File: src/hw/rtl/hce_pkg.sv
// ----------------------------------------------------------------------------
// hce_pkg
// Shared widths and codes for the Hamiltonian cycle enumerator.
// ----------------------------------------------------------------------------
package hce_pkg;

  localparam int VERT_W    = 5;
  localparam int FUNC_W    = 2;
  localparam int KIND_W    = 2;
  localparam int CFG_IDX_W = 1;
  localparam int CFG_DAT_W = 5;

  // request codes
  localparam logic [FUNC_W-1:0] FUNC_EDGE    = 2'd0;
  localparam logic [FUNC_W-1:0] FUNC_RESTART = 2'd1;
  localparam logic [FUNC_W-1:0] FUNC_NEXT    = 2'd2;

  // result codes
  localparam logic [KIND_W-1:0] KIND_ACK    = 2'd0;
  localparam logic [KIND_W-1:0] KIND_VERTEX = 2'd1;
  localparam logic [KIND_W-1:0] KIND_NONE   = 2'd2;

  // configuration register indexes
  localparam logic [CFG_IDX_W-1:0] CFG_VERTEX_COUNT = 1'd0;
  localparam logic [CFG_IDX_W-1:0] CFG_START_VERTEX = 1'd1;

  typedef enum logic [1:0] {
    PH_FRESH   = 2'd0,
    PH_EMITTED = 2'd1,
    PH_DONE    = 2'd2
  } phase_e;

endpackage

File: src/hw/rtl/hce_if.sv
// ----------------------------------------------------------------------------
// hce_in_if / hce_out_if
// Valid/ready channels for requests and results of the cycle enumerator.
// ----------------------------------------------------------------------------
interface hce_in_if;
  logic                        valid;
  logic                        ready;
  logic [hce_pkg::FUNC_W-1:0]  func;
  logic [hce_pkg::VERT_W-1:0]  row_vertex;
  logic [hce_pkg::VERT_W-1:0]  col_vertex;
  logic                        edge_present;

  modport source (output valid, func, row_vertex, col_vertex, edge_present, input ready);
  modport sink   (input valid, func, row_vertex, col_vertex, edge_present, output ready);
endinterface

interface hce_out_if;
  logic                        valid;
  logic                        ready;
  logic [hce_pkg::KIND_W-1:0]  kind;
  logic [hce_pkg::VERT_W-1:0]  vertex;
  logic                        last;

  modport source (output valid, kind, vertex, last, input ready);
  modport sink   (input valid, kind, vertex, last, output ready);
endinterface

File: src/hw/rtl/hamiltonian_cycle_enumerator.sv
// ----------------------------------------------------------------------------
// hamiltonian_cycle_enumerator
// Depth-first backtracking search for Hamiltonian cycles from a start vertex.
// ----------------------------------------------------------------------------
// Requests enter on in_i (valid/ready), results leave on out_o through one
// output register. An edge write or restart answers one acknowledge, and
// a next request answers a run of vertex results, the final one flagged
// last, or a single exhausted result.
// Search time depends on the graph: each candidate vertex is tested in turn,
// a step down a level reads the new adjacency row, a step back makes two
// stack reads and one adjacency read, each over a registered memory port,
// then emitted vertices leave one per cycle while out_o keeps ready high.
// Adjacency rows and the path/candidate stack sit in two RAMs; every access
// is sequenced by the controller, so no two ever touch the same entry at once.
// One request is worked at a time; in_i is ready only while the controller
// is idle, even while an earlier result still waits in the output register.
// When out_o stalls, the controller holds until the transfer completes.
// Reset clears all edges through per-row valid flops at once (no clearing
// pass), sets vertex_count to 4, start_vertex to 1 and the search to fresh.
// A configuration write also returns the search to fresh.
// ----------------------------------------------------------------------------
module hamiltonian_cycle_enumerator #(
  parameter int MAX_VERTICES = 16
) (
  input  logic                          clk_i,
  input  logic                          rst_ni,
  input  logic                          cfg_we_i,
  input  logic [hce_pkg::CFG_IDX_W-1:0] cfg_idx_i,
  input  logic [hce_pkg::CFG_DAT_W-1:0] cfg_data_i,
  hce_in_if.sink                        in_i,
  hce_out_if.source                     out_o
);

  localparam int LW = hce_pkg::VERT_W;
  localparam int AW = $clog2(MAX_VERTICES);

  typedef logic [LW-1:0]           lbl_t;
  typedef logic [MAX_VERTICES-1:0] row_t;

  typedef enum logic [11:0] {
    S_IDLE = 12'b0000_0000_0001,
    S_FIND = 12'b0000_0000_0010,
    S_SROW = 12'b0000_0000_0100,
    S_SCAN = 12'b0000_0000_1000,
    S_ROW  = 12'b0000_0001_0000,
    S_BT1  = 12'b0000_0010_0000,
    S_BT2  = 12'b0000_0100_0000,
    S_EMIT = 12'b0000_1000_0000,
    S_DONE = 12'b0001_0000_0000,
    S_ACK  = 12'b0010_0000_0000,
    S_EW1  = 12'b0100_0000_0000,
    S_EW2  = 12'b1000_0000_0000
  } state_e;

  function automatic logic [AW-1:0] lbl_idx(lbl_t v);
    lbl_idx = AW'(v - 1'b1);
  endfunction

  function automatic logic lbl_ok(lbl_t v);
    lbl_ok = (v != '0) && (32'(v) <= MAX_VERTICES);
  endfunction

  function automatic row_t put_bit(row_t row, logic [AW-1:0] idx, logic val);
    row_t r;
    r      = row;
    r[idx] = val;
    put_bit = r;
  endfunction

  state_e          state_q, state_d;
  hce_pkg::phase_e phase_q, phase_d;

  lbl_t cfg_vc_q, cfg_sv_q;
  lbl_t n_lim;

  lbl_t depth_q, depth_d;
  lbl_t cur_c_q, cur_c_d;
  lbl_t emit_idx_q, emit_idx_d;
  row_t prev_row_q, prev_row_d;
  row_t start_row_q, start_row_d;
  row_t visited_q, visited_d;
  row_t row_valid_q, row_valid_d;
  logic adj_rvalid_q;

  lbl_t ew_row_q, ew_col_q;
  logic ew_set_q;

  logic                      out_valid_q, out_valid_d;
  logic [hce_pkg::KIND_W-1:0] out_kind_q, out_kind_d;
  lbl_t                      out_vert_q, out_vert_d;
  logic                      out_last_q, out_last_d;
  logic                      out_load, out_free;

  logic          adj_we, adj_re;
  logic [AW-1:0] adj_waddr, adj_raddr;
  row_t          adj_wdata, adj_rdata, adj_row;

  logic            stk_we, stk_re;
  logic [AW-1:0]   stk_waddr, stk_raddr;
  logic [2*LW-1:0] stk_wdata, stk_rdata;
  lbl_t            stk_path, stk_cand;

  logic          in_xfer;
  logic [AW-1:0] ci;
  logic          cand_ok;

  hce_ram #(.WIDTH(MAX_VERTICES), .DEPTH(MAX_VERTICES)) u_adj_ram (
    .clk_i  (clk_i),
    .we_i   (adj_we),
    .waddr_i(adj_waddr),
    .wdata_i(adj_wdata),
    .re_i   (adj_re),
    .raddr_i(adj_raddr),
    .rdata_o(adj_rdata)
  );

  hce_ram #(.WIDTH(2 * LW), .DEPTH(MAX_VERTICES)) u_stk_ram (
    .clk_i  (clk_i),
    .we_i   (stk_we),
    .waddr_i(stk_waddr),
    .wdata_i(stk_wdata),
    .re_i   (stk_re),
    .raddr_i(stk_raddr),
    .rdata_o(stk_rdata)
  );

  // a row never written reads as no edges
  assign adj_row  = adj_rvalid_q ? adj_rdata : '0;
  assign stk_path = stk_rdata[2*LW-1:LW];
  assign stk_cand = stk_rdata[LW-1:0];

  assign n_lim = (32'(cfg_vc_q) > MAX_VERTICES) ? LW'(MAX_VERTICES) : cfg_vc_q;

  assign in_i.ready = (state_q == S_IDLE);
  assign in_xfer    = in_i.valid && in_i.ready;
  assign out_free   = !out_valid_q || out_o.ready;

  assign ci      = lbl_idx(cur_c_q);
  assign cand_ok = !visited_q[ci] && prev_row_q[ci] &&
                   ((depth_q != n_lim - 1'b1) || start_row_q[ci]);

  always_comb begin
    state_d     = state_q;
    phase_d     = phase_q;
    depth_d     = depth_q;
    cur_c_d     = cur_c_q;
    emit_idx_d  = emit_idx_q;
    prev_row_d  = prev_row_q;
    start_row_d = start_row_q;
    visited_d   = visited_q;
    row_valid_d = row_valid_q;
    adj_we      = 1'b0;
    adj_waddr   = '0;
    adj_wdata   = '0;
    adj_re      = 1'b0;
    adj_raddr   = '0;
    stk_we      = 1'b0;
    stk_waddr   = '0;
    stk_wdata   = '0;
    stk_re      = 1'b0;
    stk_raddr   = '0;
    out_load    = 1'b0;
    out_kind_d  = hce_pkg::KIND_ACK;
    out_vert_d  = '0;
    out_last_d  = 1'b1;

    unique case (state_q)
      S_IDLE: begin
        if (in_xfer) begin
          unique case (in_i.func)
            hce_pkg::FUNC_EDGE: begin
              phase_d = hce_pkg::PH_FRESH;
              if (lbl_ok(in_i.row_vertex) && lbl_ok(in_i.col_vertex) &&
                  (in_i.row_vertex != in_i.col_vertex)) begin
                adj_re    = 1'b1;
                adj_raddr = lbl_idx(in_i.row_vertex);
                state_d   = S_EW1;
              end else begin
                state_d = S_ACK;
              end
            end
            hce_pkg::FUNC_RESTART: begin
              phase_d = hce_pkg::PH_FRESH;
              state_d = S_ACK;
            end
            hce_pkg::FUNC_NEXT: begin
              state_d = S_FIND;
            end
            default: begin
              // spare code: acknowledge, leave the search where it was
              state_d = S_ACK;
            end
          endcase
        end
      end
      S_EW1: begin
        adj_we                 = 1'b1;
        adj_waddr              = lbl_idx(ew_row_q);
        adj_wdata              = put_bit(adj_row, lbl_idx(ew_col_q), ew_set_q);
        row_valid_d[adj_waddr] = 1'b1;
        adj_re                 = 1'b1;
        adj_raddr              = lbl_idx(ew_col_q);
        state_d                = S_EW2;
      end
      S_EW2: begin
        adj_we                 = 1'b1;
        adj_waddr              = lbl_idx(ew_col_q);
        adj_wdata              = put_bit(adj_row, lbl_idx(ew_row_q), ew_set_q);
        row_valid_d[adj_waddr] = 1'b1;
        state_d                = S_ACK;
      end
      S_FIND: begin
        if (n_lim == '0 || cfg_sv_q == '0 || cfg_sv_q > n_lim ||
            phase_q == hce_pkg::PH_DONE) begin
          phase_d = hce_pkg::PH_DONE;
          state_d = S_DONE;
        end else if (phase_q == hce_pkg::PH_FRESH) begin
          stk_we                      = 1'b1;
          stk_waddr                   = '0;
          stk_wdata                   = {cfg_sv_q, LW'(0)};
          visited_d                   = '0;
          visited_d[lbl_idx(cfg_sv_q)] = 1'b1;
          depth_d                     = LW'(1);
          cur_c_d                     = LW'(1);
          adj_re                      = 1'b1;
          adj_raddr                   = lbl_idx(cfg_sv_q);
          state_d                     = S_SROW;
        end else if (depth_q <= LW'(1) || depth_q > n_lim) begin
          phase_d = hce_pkg::PH_DONE;
          state_d = S_DONE;
        end else begin
          // resume: undo the last placement
          stk_re    = 1'b1;
          stk_raddr = AW'(depth_q - 1'b1);
          depth_d   = depth_q - 1'b1;
          state_d   = S_BT1;
        end
      end
      S_SROW: begin
        start_row_d = adj_row;
        prev_row_d  = adj_row;
        state_d     = S_SCAN;
      end
      S_SCAN: begin
        if (depth_q >= n_lim) begin
          stk_re     = 1'b1;
          stk_raddr  = '0;
          emit_idx_d = '0;
          state_d    = S_EMIT;
        end else if (cur_c_q == '0 || cur_c_q > n_lim) begin
          if (depth_q <= LW'(1)) begin
            phase_d = hce_pkg::PH_DONE;
            state_d = S_DONE;
          end else begin
            stk_re    = 1'b1;
            stk_raddr = AW'(depth_q - 1'b1);
            depth_d   = depth_q - 1'b1;
            state_d   = S_BT1;
          end
        end else if (cand_ok) begin
          stk_we        = 1'b1;
          stk_waddr     = AW'(depth_q);
          stk_wdata     = {cur_c_q, cur_c_q + 1'b1};
          visited_d[ci] = 1'b1;
          depth_d       = depth_q + 1'b1;
          cur_c_d       = LW'(1);
          adj_re        = 1'b1;
          adj_raddr     = ci;
          state_d       = S_ROW;
        end else begin
          cur_c_d = cur_c_q + 1'b1;
        end
      end
      S_ROW: begin
        prev_row_d = adj_row;
        state_d    = S_SCAN;
      end
      S_BT1: begin
        // drop the vertex at this level, resume at its next candidate
        visited_d[lbl_idx(stk_path)] = 1'b0;
        cur_c_d                      = stk_cand;
        stk_re                       = 1'b1;
        stk_raddr                    = AW'(depth_q - 1'b1);
        state_d                      = S_BT2;
      end
      S_BT2: begin
        adj_re    = 1'b1;
        adj_raddr = lbl_idx(stk_path);
        state_d   = S_ROW;
      end
      S_EMIT: begin
        if (out_free) begin
          out_load   = 1'b1;
          out_kind_d = hce_pkg::KIND_VERTEX;
          out_vert_d = stk_path;
          out_last_d = (LW'(emit_idx_q + 1'b1) == n_lim);
          if (out_last_d) begin
            phase_d = hce_pkg::PH_EMITTED;
            state_d = S_IDLE;
          end else begin
            emit_idx_d = emit_idx_q + 1'b1;
            stk_re     = 1'b1;
            stk_raddr  = AW'(emit_idx_q + 1'b1);
          end
        end
      end
      S_DONE: begin
        if (out_free) begin
          out_load   = 1'b1;
          out_kind_d = hce_pkg::KIND_NONE;
          state_d    = S_IDLE;
        end
      end
      S_ACK: begin
        if (out_free) begin
          out_load = 1'b1;
          state_d  = S_IDLE;
        end
      end
      default: begin
        state_d = S_IDLE;
      end
    endcase

    if (cfg_we_i) begin
      phase_d = hce_pkg::PH_FRESH;
    end

    if (out_load) begin
      out_valid_d = 1'b1;
    end else begin
      out_valid_d = out_valid_q && !out_o.ready;
    end
  end

  always_ff @(posedge clk_i or negedge rst_ni) begin
    if (!rst_ni) begin
      state_q      <= S_IDLE;
      phase_q      <= hce_pkg::PH_FRESH;
      cfg_vc_q     <= LW'(4);
      cfg_sv_q     <= LW'(1);
      depth_q      <= LW'(1);
      cur_c_q      <= LW'(1);
      emit_idx_q   <= '0;
      visited_q    <= '0;
      row_valid_q  <= '0;
      adj_rvalid_q <= 1'b0;
      out_valid_q  <= 1'b0;
    end else begin
      state_q     <= state_d;
      phase_q     <= phase_d;
      depth_q     <= depth_d;
      cur_c_q     <= cur_c_d;
      emit_idx_q  <= emit_idx_d;
      visited_q   <= visited_d;
      row_valid_q <= row_valid_d;
      out_valid_q <= out_valid_d;
      if (adj_re) begin
        adj_rvalid_q <= row_valid_q[adj_raddr];
      end
      if (cfg_we_i) begin
        unique case (cfg_idx_i)
          hce_pkg::CFG_VERTEX_COUNT: cfg_vc_q <= LW'(cfg_data_i);
          hce_pkg::CFG_START_VERTEX: cfg_sv_q <= LW'(cfg_data_i);
          default: ;
        endcase
      end
    end
  end

  always_ff @(posedge clk_i) begin
    prev_row_q  <= prev_row_d;
    start_row_q <= start_row_d;
    if (in_xfer) begin
      ew_row_q <= in_i.row_vertex;
      ew_col_q <= in_i.col_vertex;
      ew_set_q <= in_i.edge_present;
    end
    if (out_load) begin
      out_kind_q <= out_kind_d;
      out_vert_q <= out_vert_d;
      out_last_q <= out_last_d;
    end
  end

  assign out_o.valid  = out_valid_q;
  assign out_o.kind   = out_kind_q;
  assign out_o.vertex = out_vert_q;
  assign out_o.last   = out_last_q;

endmodule

File: src/hw/rtl/hce_ram.sv
// ----------------------------------------------------------------------------
// hce_ram
// Generic simple dual-port RAM: one write port, one registered read port.
// ----------------------------------------------------------------------------
module hce_ram #(
  parameter int WIDTH = 16,
  parameter int DEPTH = 16
) (
  input  logic                     clk_i,
  input  logic                     we_i,
  input  logic [$clog2(DEPTH)-1:0] waddr_i,
  input  logic [WIDTH-1:0]         wdata_i,
  input  logic                     re_i,
  input  logic [$clog2(DEPTH)-1:0] raddr_i,
  output logic [WIDTH-1:0]         rdata_o
);

  logic [WIDTH-1:0] mem_q [DEPTH];
  logic [WIDTH-1:0] rdata_q;

  always_ff @(posedge clk_i) begin
    if (we_i) begin
      mem_q[waddr_i] <= wdata_i;
    end
    // hold read data when no read is issued
    if (re_i) begin
      rdata_q <= mem_q[raddr_i];
    end
  end

  assign rdata_o = rdata_q;

endmodule
File: src/flat_wrapper.sv
// flat-port wrapper written by rule: the top's interface ports become plain ports
module hamiltonian_cycle_enumerator_flat 
#(
  parameter int MAX_VERTICES = 16
)
  (clk_i, rst_ni, cfg_we_i, cfg_idx_i, cfg_data_i, in_i_valid, in_i_func, in_i_row_vertex, in_i_col_vertex, in_i_edge_present, in_i_ready, out_o_valid, out_o_kind, out_o_vertex, out_o_last, out_o_ready);
  hce_in_if in_i_i ();
  hce_out_if out_o_i ();
  input  logic clk_i;
  input  logic rst_ni;
  input  logic cfg_we_i;
  input  logic [hce_pkg::CFG_IDX_W-1:0] cfg_idx_i;
  input  logic [hce_pkg::CFG_DAT_W-1:0] cfg_data_i;
  input wire logic [$bits(in_i_i.valid)-1:0] in_i_valid;
  input wire logic [$bits(in_i_i.func)-1:0] in_i_func;
  input wire logic [$bits(in_i_i.row_vertex)-1:0] in_i_row_vertex;
  input wire logic [$bits(in_i_i.col_vertex)-1:0] in_i_col_vertex;
  input wire logic [$bits(in_i_i.edge_present)-1:0] in_i_edge_present;
  output wire logic [$bits(in_i_i.ready)-1:0] in_i_ready;
  output wire logic [$bits(out_o_i.valid)-1:0] out_o_valid;
  output wire logic [$bits(out_o_i.kind)-1:0] out_o_kind;
  output wire logic [$bits(out_o_i.vertex)-1:0] out_o_vertex;
  output wire logic [$bits(out_o_i.last)-1:0] out_o_last;
  input wire logic [$bits(out_o_i.ready)-1:0] out_o_ready;
  assign in_i_i.valid = in_i_valid;
  assign in_i_i.func = in_i_func;
  assign in_i_i.row_vertex = in_i_row_vertex;
  assign in_i_i.col_vertex = in_i_col_vertex;
  assign in_i_i.edge_present = in_i_edge_present;
  assign in_i_ready = in_i_i.ready;
  assign out_o_valid = out_o_i.valid;
  assign out_o_kind = out_o_i.kind;
  assign out_o_vertex = out_o_i.vertex;
  assign out_o_last = out_o_i.last;
  assign out_o_i.ready = out_o_ready;
  hamiltonian_cycle_enumerator #(.MAX_VERTICES(MAX_VERTICES)) u_core (.clk_i(clk_i), .rst_ni(rst_ni), .cfg_we_i(cfg_we_i), .cfg_idx_i(cfg_idx_i), .cfg_data_i(cfg_data_i), .in_i(in_i_i), .out_o(out_o_i));
endmodule
File: config.mk
export PLATFORM = sky130hd
export DESIGN_NAME = hamiltonian_cycle_enumerator_flat
export DESIGN_NICKNAME = d
export VERILOG_FILES = /design/src/hw/rtl/hce_pkg.sv /design/src/hw/rtl/hce_if.sv /design/src/hw/rtl/hamiltonian_cycle_enumerator.sv /design/src/hw/rtl/hce_ram.sv /design/src/flat_wrapper.sv
export SDC_FILE = /design/constraint.sdc
export NUM_CORES = 1
export LEC_CHECK = 0
export BUFFER_PORTS_ARGS = -buffer_cell sky130_fd_sc_hd__buf_4
export CAP_MARGIN = 15
export CORE_UTILIZATION = 35
export CTS_CLUSTER_SIZE = 25
export DETAILED_ROUTE_END_ITERATION = 6
export PLACE_DENSITY = 0.47
export SETUP_SLACK_MARGIN = 0.02
export SLEW_MARGIN = 10
export SYNTH_ARGS = -nofsm -noshare
export SYNTH_HDL_FRONTEND = slang
export SYNTH_SLANG_ARGS = --single-unit
export TNS_END_PERCENT = 1
File: constraint.sdc
create_clock -name clk_i -period 5.8 [get_ports clk_i]
set_clock_uncertainty 0.05 [all_clocks]
set_input_delay 0.29 -clock clk_i [delete_from_list [all_inputs] [get_ports clk_i]]
set_output_delay 0.29 -clock clk_i [all_outputs]
set_load 0.03 [all_outputs]
; Yosys cells after proc, flatten, opt, wreduce, memory -nomap -nowiden
; Memory sizes are Yosys's and may differ from the RTL's. A register that Yosys moved wholly into a read port is not among the register bits.
; Index checks and enable logic that the tools add are counted.
; Widths: inputs -> output; s select.
[totals]
wordCells = 282
ramBits = 416
memories = 2
regBits = 122
out_inout_bits = 10
input_bits = 24
[op_classes]
reduce_logical = 50
add_sub_neg = 11
n_lt_le_gt_ge = 19
n_bitwise = 6
muxes = 133
eq_ne = 42
[memory_table]
columns = memory, depth, width, read_ports, rd_ports_with_merged_regs, wr, line
row1 = u_core.u_adj_ram.mem_q, 16, 16, 1, 1, 1, hce_ram.sv:18  ; logic [WIDTH-1:0] mem_q [DEPTH];
row2 = u_core.u_stk_ram.mem_q, 16, 10, 1, 1, 1, hce_ram.sv:18
[op_table]
columns = operator, count
row1 = $pmux 12 s10, 1
row2 = $mux 12, 9
row3 = $mux 16, 6
row4 = $mux 4, 20
row5 = $mux 5, 16
row6 = $pmux 16 s2, 2
row7 = $mux 10, 5
row8 = $or 16x16->16, 3
row9 = $pmux 16 s3, 1
row10 = $mux 1, 34
row11 = $bwmux 16, 2
row12 = $lt 4x5->1 const B, 6
row13 = $mux 2, 12
row14 = $sub 4x1->4 const B, 6
row15 = $pmux 11 s2, 1
row16 = $demux 1 s4, 5
row17 = $ge 4x1->1 const B, 5
row18 = $pmux 10 s2, 1
row19 = $pmux 4 s5, 1
row20 = $pmux 5 s2, 2
row21 = $mux 9, 2
row22 = $and 16x16->16, 1
row23 = $bmux 1 s4, 4
row24 = $not 16->16, 1
row25 = other kinds (55), 115

; Longest topological paths before layout
; Gate-level depths: netlist of run 1.
[logic_depth]
depth_word = 12
ltp_mapped = 19
mapped_depth_nobuf = 15

; Cells and area by module
; From an unflattened synthesis of run 1, not the netlist that was laid out.
[hier_totals]
cells_unflattened = 1622
hier_area_um2 = 24906.4
[modules_own_cells]
columns = mod, cells_per_inst, n_inst, area_each_um2, seq_area_each_um2
row1 = hce_ram (u_core.u_adj_ram), 432, 1, 10203.5, 8167.8
row2 = hamiltonian_cycle_enumerator, 911, 1, 8249.2, 3304.4
row3 = hce_ram (u_core.u_stk_ram), 279, 1, 6453.7, 5104.9

; Worst setup path before layout of run 1
; Ideal clock, no wire load.
[synth_path]
kind = register to register
from = register u_core.cur_c_q[0]
to = register u_core.u_adj_ram.rdata_q[13], in the netlist u_core.u_adj_ram.rdata_o[13] (read register of u_core.u_adj_ram.mem_q) (data pin)
synth_period_minus_slack_ps = 4538
stages_incl_launch_ff = 17
t_arrival_ps = 4227
path_buffers = 4
setup_ps = 261
path_slack_ps = 1262
t_required_ps = 5489
cell_sequence = dfstp_2 > buf_2 > clkinv_1 > ha_1 > clkbuf_1 > mux4_2 > mux2i_1 > mux2i_1 > or4_1 > a311oi_1 > buf_2 > buf_2 > mux2_2 > nand2_1 > o21ai_0 > a211oi_1 > nand2_1
[synth_between]
elab_chain_len = 10
word_cells_on_any_way = 22
classes_between = add/sub: 1 / order compare: 1 / mux: 14 / reduce/logical: 6
[synth_rtl]
columns = item, line
row1 = "start, declared", hamiltonian_cycle_enumerator.sv:77  ; lbl_t cur_c_q, cur_c_d;
row2 = "start signal, assigned", hamiltonian_cycle_enumerator.sv:353  ; cur_c_q <= cur_c_d;
row3 = $sub 4x1->4, hamiltonian_cycle_enumerator.sv:56  ; lbl_idx = AW'(v - 1'b1);
row4 = $bmux 1 s4, hamiltonian_cycle_enumerator.sv:139  ; assign cand_ok = !visited_q[ci] && prev_row_q[ci] &&
row5 = $mux 1 (not written as such), hamiltonian_cycle_enumerator.sv:139
row6 = $logic_not 1->1, hamiltonian_cycle_enumerator.sv:139
row7 = $logic_and 1x1->1 (2 in a row), hamiltonian_cycle_enumerator.sv:139
row8 = $mux 4 / $mux 1 (equally long branches), hamiltonian_cycle_enumerator.sv:260  ; end else if (cand_ok) begin
row9 = $mux 4 / $mux 1 (equally long branches), hamiltonian_cycle_enumerator.sv:250  ; end else if (cur_c_q == '0 || cur_c_q > n_lim) begin
row10 = $mux 4 / $mux 1 (equally long branches), hamiltonian_cycle_enumerator.sv:245  ; if (depth_q >= n_lim) begin
row11 = $pmux 4 s5 / $pmux 1 s4 (equally long branches), hamiltonian_cycle_enumerator.sv:167  ; unique case (state_q)
row12 = "end, declared", hce_ram.sv:19  ; logic [WIDTH-1:0] rdata_q;
; Parallel ways exist; a longest one is shown, timed or not. The select of a mux whose other input is x is not followed.
; A chain may end at the register's enable or synchronous reset.

; Final worst setup path of run 1
[layout_path]
from = register u_core.cfg_vc_q[4]
to = register u_core.u_adj_ram.rdata_q[13], in the netlist u_core.u_adj_ram.rdata_o[13] (read register of u_core.u_adj_ram.mem_q) (data pin)
[layout_between]
elab_chain_len = 10
word_cells_on_any_way = 24
classes_between = add/sub: 1 / order compare: 4 / eq/ne: 1 / mux: 11 / reduce/logical: 7
[layout_rtl]
columns = item, line
row1 = "start, declared", hamiltonian_cycle_enumerator.sv:73  ; lbl_t cfg_vc_q, cfg_sv_q;
row2 = "start signal, assigned", hamiltonian_cycle_enumerator.sv:363  ; hce_pkg::CFG_VERTEX_COUNT: cfg_vc_q <= LW'(cfg_data_i);
row3 = $gt 5x5->1, hamiltonian_cycle_enumerator.sv:132  ; assign n_lim = (32'(cfg_vc_q) > MAX_VERTICES) ? LW'(MAX_VERTICES) : cfg_vc_q;
row4 = $mux 5 *, hamiltonian_cycle_enumerator.sv:132
row5 = $sub 5x1->5, hamiltonian_cycle_enumerator.sv:140  ; ((depth_q != n_lim - 1'b1) || start_row_q[ci]);
row6 = $ne 5x5->1, hamiltonian_cycle_enumerator.sv:140
row7 = $logic_or 1x1->1, hamiltonian_cycle_enumerator.sv:140
row8 = $logic_and 1x1->1, hamiltonian_cycle_enumerator.sv:139
row9 = $mux 4 / $mux 1 (equally long branches), hamiltonian_cycle_enumerator.sv:260
row10 = $mux 4 / $mux 1 (equally long branches), hamiltonian_cycle_enumerator.sv:250
row11 = $mux 4 / $mux 1 (equally long branches), hamiltonian_cycle_enumerator.sv:245
row12 = $pmux 4 s5 / $pmux 1 s4 (equally long branches), hamiltonian_cycle_enumerator.sv:167
; Mark *: on every way between the ends. The rest lies on a longest branch, timed or not.

==> impl_metrics.py, run 1 <==
metrics = {
    "yosys": {
        "synth_area_mm2": 0.0255,
        "syn_avg_cell_area_um2": 13.3,
        "synth.yosys.warnings": 0,
        "synth_compound_area_share_pct": 11.7,
        "synthXorXnorAreaFrac_pct": 1.41,
        "synth.top_cell.area_share_pct": 57.8,
        "synthMuxAreaShare_pct": 7.29,
        "synth_ff_type": "edfxtp_1",
        "synth-seq-area-share_pct": 65.0,
        "synth_top_area_cell": "edfxtp_1",
        "synth_seq_cells": 564,
        "async_reset_ff_share_pct": 12.9,
        "synth_simple_gate_area_share_pct": 10.4,
        "netlist_instances": 1922,
        "synth_fp_nets": 1989,
        "synth_adder_area_share_pct": 2.11,
        "synth.distinct_cells": 86,
        "synth_edf_count": 491,
        "synth_top_family_by_area": "compound AO/OA/AOI/OAI gates",
        "ys_top_cells_by_area": "edfxtp_1, dfrtp_1, mux2i_1",
    },
    "global_routing": {
        "grt_max_degree": 74,
        "grt_overflow": 0,
        "grt_antenna_before_repair": 0,
        "grt_usage_pct": 19.9,
        "grt_pass1_wl_um": 112000,
        "grt_pass1_vias": 17100,
    },
    "clock_tree": {
        "cts_made_buffers": 61,
        "cts_buffer_depth": 3,
        "cts_setup_buffers": 0,
        "insertion_delay_ns": 0.64,
        "cts.sinks": 564,
        "htree_levels": 2,
        "cts_tree": "yes",
        "clk_pin_slew_ns": 0.06,
        "root_buffer": "clkbuf_16",
    },
    "floorplanning": {
        "rows": 98,
        "pin_count": 34,
        "die_y_um": 272,
        "initial_core_util_pct": 35.5,
        "die_x_um": 272,
        "core-area_mm2": 0.0719,
        "dieArea_mm2": 0.0740,
    },
    "worst_setup_path": {
        "end_kind": "flip-flop",
        "worstSetupStartpoint": "u_core.cfg_vc_q[4]",
        "r2r_start": "u_core.cfg_vc_q[4]",
        "worstPathArrival_ns": 5.39,
        "start_kind": "flip-flop",
        "crit_type": "reg -> reg",
        "crit_fanout": 18,
        "crit_required_ns": 6.13,
    },
    "power": {
        "clkPwrFrac_pct": 40.0,
        "power_density_mw_per_mm2": 339,
        "p_leak_nw": 11.1,
        "p_seq_share_pct": 45.9,
        "p_sw_w": 0.00271,
        "power_w": 0.0100,
        "switching_share_pct": 27.0,
        "ir_drop_uv": 237,
        "power_frac_comb_pct": 14.1,
        "p_int_w": 0.00733,
    },
    "sta": {
        "fmax_mhz": 197,
        "worst_pin_slew_ns": 1.18,
        "setup_viol": 0,
        "rsz0062_at_grt": "no",
        "whs_ns": 0.0740,
        "hold_viol_final": 0,
        "worst_slack_ns": 0.732,
        "min_period_ns": 5.07,
        "fin_crit_sh_pct": 87.4,
        "max_slew_margin_pct": 21.1,
        "setup_tns_ns": 0,
        "slew_viol_final": 0,
    },
    "final_layout": {
        "antenna_cells": 0,
        "final_cell_area_mm2": 0.0296,
        "layout_common_cells": "edfxtp_1, nand2_1, buf_4",
        "drive_gt1_share_pct": 14.0,
        "nNetsFinal": 2095,
        "area_growth_pct": 16.2,
        "layout_commonest_cell": "edfxtp_1",
    },
    "drt": {
        "wl_per_cell_um": 24.4,
        "ant_nets": 0,
        "drt-initial-drc-count": 1418,
        "avgViaCountPerCell": 5.57,
        "dr_total_vias": 16900,
        "routed_wl_um": 74000,
        "first_pass_iters": 5,
        "drc": 0,
    },
    "min_path": {
        "hp-class": "in -> reg",
        "hp-start": "cfg_idx_i",
    },
    "outcome": {
        "status": "finished clean",
    },
    "placement": {
        "post-place-ws_ns": 0.756,
        "dpl.hpwl_um": 50900,
        "place_congestion": 0.934,
        "io_buffers": 33,
        "place_area_mm2": 0.0273,
    },
    "flow_run": {
        "cap_violations": 0,
    },
}
-- critical path, stage by stage (launching register included) --
cell and delay (ns):
dfrtp_1 0.52, inv_1 0.30, nand2_1 0.20, ha_1 0.35, and3_1 0.20, o21ai_0 0.14
a32oi_1 0.41, or3_1 0.19, buf_4 0.22, inv_1 0.15, a221oi_1 0.37, buf_4 0.21
a21boi_4 0.46, buf_12 0.24, mux2i_1 0.20, mux2i_1 0.14, a22oi_1 0.32, nand2_1 0.10
-- area by class of cell --
type	instances	area [µm²]
Clock inverter	43	445
Timing Repair Buffer	139	1160
Clock buffer	70	1620
Sequential cell	564	16600
Inverter	37	139
Multi-Input combinational cell	1225	8510
Fill cell	6782	42200
Tap cell	950	1190
-- synth_stat cells (31+ instances only) --
library cell and instances:
nor3_1 35, nand3_1 48, a21oi_1 63, dfrtp_1 68
edfxtp_1 491, o21ai_0 78, xnor2_1 31, nor2_1 94
inv_1 35, nand2_1 222, o22ai_1 62, clkbuf_1 60
mux2i_1 107, ha_1 43
-- cells by family (layout without fill, tap and decap cells) --
logic type | after synthesis | in the layout
flops | 564 | 564
simple gates | 550 | 550
compound gates | 434 | 434
mux | 157 | 157
fa+ha+maj | 43 | 43
buf+inv | 133 | 289
xor+xnor | 41 | 41
-- through the flow --
stage | utilization, % | instances
2_1_floorplan | - | 1922
6_report | 41.3 | 3028
5_1_grt | 41.3 | 3028
4_1_cts | 41.2 | 3026
3_5_place_dp | 38.0 | 2891
3_3_place_gp | 38.0 | 2890
-- path summary, 6_finish.rpt --
path,depth (start not counted),end,slack (ns)
worst max-delay path,17,u_core.u_adj_ram.rdata_o[13],0.73
worst min-delay path,3,u_core.cfg_vc_q[1],0.07
worst max register to register,17,u_core.u_adj_ram.rdata_o[13],0.73
worst min register to register,2,u_core.row_valid_q[7],0.43
max in group asynchronous,2,u_core.row_valid_q[14],4.67
min in group asynchronous,2,u_core.cfg_sv_q[2],0.35
-- state kept, by name (all words and copies together), names as in the netlist, 10 cells and up --
name                      flops
u_core.prev_row_q            16
u_core.row_valid_q           16
u_core.start_row_q           16
u_core.state_q               12
u_core.u_adj_ram.mem_q      256
u_core.u_adj_ram.rdata_o     16
u_core.u_stk_ram.mem_q      160
u_core.u_stk_ram.rdata_o     10
u_core.visited_q             16
-- per-layer routing --
| metal | vias up | part of all wire, % | GRT usage, % |
|---|---|---|---|
| li1 | 7671 | - | - |
| met1 | 8590 | 44 | 26.5 |
| met2 | 466 | 48 | 33.4 |
| met3 | 128 | 4.5 | 2.72 |
| met4 | 0 | 3.1 | 6.68 |
| met5 | - | 0 | 0 |
-- power groups by stage --
stage          clock, W  combinational (W)  sequential (W)
6_report        0.00402            0.00142         0.00461
5_1_grt         0.00425            0.00153         0.00462
4_1_cts         0.00410            0.00141         0.00460
3_5_place_dp          0            0.00139         0.00469
3_3_place_gp          0            0.00138         0.00468
2_1_floorplan         0           0.000908         0.00464
-- repair_timing --
action                    CTS  global route
hold endpoints to repair   92             0
gates resized for setup     0             0
hold buffers               22             0
Power figures use the tool's default switching activity.
==> run 2, diff against run 1 <==
==> constraint.sdc (replaced) <==
create_clock -name clk_i -period 5.8 [get_ports clk_i]
set_clock_uncertainty 0.05 [all_clocks]
set_input_delay 1.16 -clock clk_i [delete_from_list [all_inputs] [get_ports clk_i]]
set_output_delay 1.16 -clock clk_i [all_outputs]
set_load 0.03 [all_outputs]
==> impl_metrics.py, run 2 (synthesized netlist as in run 1, its figures left out) <==
metrics = {
    "outcome": {
        "status": "complete, but fails checks",
        "violations": "DRC",
    },
    "clock_tree": {
        "cts.sinks": 564,
        "ctsHoldBuffers": 0,
        "root_buffer": "clkbuf_16",
        "clk_pin_slew_ns": 0.06,
        "ctsResizeCount": 0,
        "cts_made_buffers": 61,
        "insertion_delay_ns": 0.65,
        "cts_tree": "yes",
        "cts_buffer_depth": 3,
        "cts_setup_buffers": 0,
        "htree_levels": 2,
    },
    "drt": {
        "avgViaCountPerCell": 5.56,
        "first_pass_iters": 7,
        "ant_nets": 0,
        "routed_wl_um": 74800,
        "drt-initial-drc-count": 1298,
        "wl_per_cell_um": 24.8,
        "drc": 8,
        "dr_total_vias": 16800,
    },
    "power": {
        "p_seq_share_pct": 47.0,
        "power_frac_comb_pct": 14.8,
        "p_sw_w": 0.00273,
        "switching_share_pct": 27.8,
        "clkPwrFrac_pct": 38.2,
        "power_density_mw_per_mm2": 334,
        "p_leak_nw": 11.0,
        "p_int_w": 0.00707,
        "ir_drop_uv": 293,
    },
    "final_layout": {
        "nNetsFinal": 2082,
        "layout_common_cells": "edfxtp_1, nand2_1, buf_4",
        "largest_registers": "u_core.u_adj_ram.mem_q x256, u_core.u_stk_ram.mem_q x160",
        "largest_reg_flops": 256,
        "stdcell_count": 3016,
        "antenna_cells": 0,
        "layout_commonest_cell": "edfxtp_1",
        "largest_register": "u_core.u_adj_ram.mem_q",
        "area_growth_pct": 15.0,
        "postLayoutCoreUtil_pct": 40.8,
        "drive_gt1_share_pct": 14.5,
    },
    "floorplanning": {
        "die_x_um": 272,
        "pin_count": 34,
        "rows": 98,
        "initial_core_util_pct": 35.5,
        "dieArea_mm2": 0.0740,
        "core-area_mm2": 0.0719,
        "die_y_um": 272,
    },
    "sta": {
        "worst_pin_slew_ns": 1.08,
        "rsz0062_at_grt": "no",
        "fin_crit_sh_pct": 91.9,
        "setup_tns_ns": 0,
        "fmax_mhz": 188,
        "setup_viol": 0,
        "min_period_ns": 5.33,
        "whs_ns": 0.424,
        "hold_viol_final": 0,
        "max_slew_margin_pct": 27.6,
        "slew_viol_final": 0,
    },
    "worst_setup_path": {
        "start_kind": "flip-flop",
        "crit_required_ns": 6.10,
        "crit_type": "reg -> reg",
        "crit_fanout": 44,
        "end_kind": "flip-flop",
        "worstPathArrival_ns": 5.63,
    },
    "global_routing": {
        "grt_usage_pct": 20.2,
        "grt_antenna_before_repair": 0,
        "grt_max_degree": 45,
        "grt_pass1_vias": 17000,
        "grt_pass1_wl_um": 112000,
        "grt_overflow": 0,
    },
    "min_path": {
        "hp-class": "reg -> reg",
    },
    "placement": {
        "place_congestion": 0.915,
        "dpl.hpwl_um": 50700,
        "io_buffers": 33,
        "dp_cells": 2902,
    },
    "flow_run": {
        "cap_violations": 0,
    },
}
## run 2: cell count changes in the layout (fill, tap and decap cells not counted), moves of 2 or more
cell           before  now
buf_4             111  123
bufinv_16           9    3
clkbuf_16          64   61
clkinv_2            6    9
clkinv_1           25   16
clkinv_16           0    2
clkbuf_1            6   16
clkbuf_8            0    4
dlygate4sd3_1      22    0
buf_8               3    0
## run 2: worst paths after layout
path | slack (ns) | from | endpoint | cells past startpoint
worst max-delay path | 0.47 | u_core.cfg_vc_q[4] | u_core.u_adj_ram.rdata_o[8] | 15
worst min-delay path | 0.42 | u_core.row_valid_q[12] | u_core.row_valid_q[12] | 2
worst max register to register | 0.47 | u_core.cfg_vc_q[4] | u_core.u_adj_ram.rdata_o[8] | 15
worst min register to register | 0.42 | u_core.row_valid_q[12] | u_core.row_valid_q[12] | 2
max in group asynchronous | 4.30 | rst_ni | u_core.visited_q[5] | 2
min in group asynchronous | 0.44 | rst_ni | u_core.emit_idx_q[2] | 1
## run 2: critical path, stage by stage (launching register included)
cell and delay, ns:
dfrtp_1 0.58, inv_1 0.25, nand2_1 0.26, ha_1 0.25
nor4b_1 0.79, a21oi_1 0.13, xnor2_1 0.24, or4_1 0.51
a311oi_4 0.36, buf_12 0.33, buf_4 0.32, mux2_2 0.36
nand2_1 0.06, o21ai_0 0.07, a211oi_1 0.35, nand2_1 0.08
## run 2: area by class of cell
type,count,area [µm²]
Clock inverter,33,288
Inverter,37,139
Multi-Input combinational cell,1225,8520
Clock buffer,81,1640
Sequential cell,564,16600
Fill cell,6745,42500
Tap cell,950,1190
Timing Repair Buffer,126,983
## run 2: power by group through the flow
stage | clock network (W) | registers (W) | logic, W
floorplan | 0 | 0.00464 | 0.000908
global placement | 0 | 0.00469 | 0.00144
detailed placement | 0 | 0.00469 | 0.00145
CTS | 0.00383 | 0.00460 | 0.00145
global route | 0.00397 | 0.00462 | 0.00158
finish | 0.00374 | 0.00461 | 0.00146
## run 2: metrics by stage
stage	area (µm²)	setup slack (ns)	total power (W)
after global placement	27400	0.732	0.00612
final	29300	0.469	0.00980
after floorplan	25500	1.26	0.00555
after CTS	29300	0.487	0.00989
after global routing	29300	0.134	0.0102
after detailed placement	27400	0.539	0.00613
## run 2: routing by layer
layer	up-vias	track usage, %	part of all wire [%]
met5	-	0	0
met4	0	5.07	2.2
met3	93	2.23	4.0
met2	405	35.1	50
met1	8615	26.8	44
li1	7665	-	-
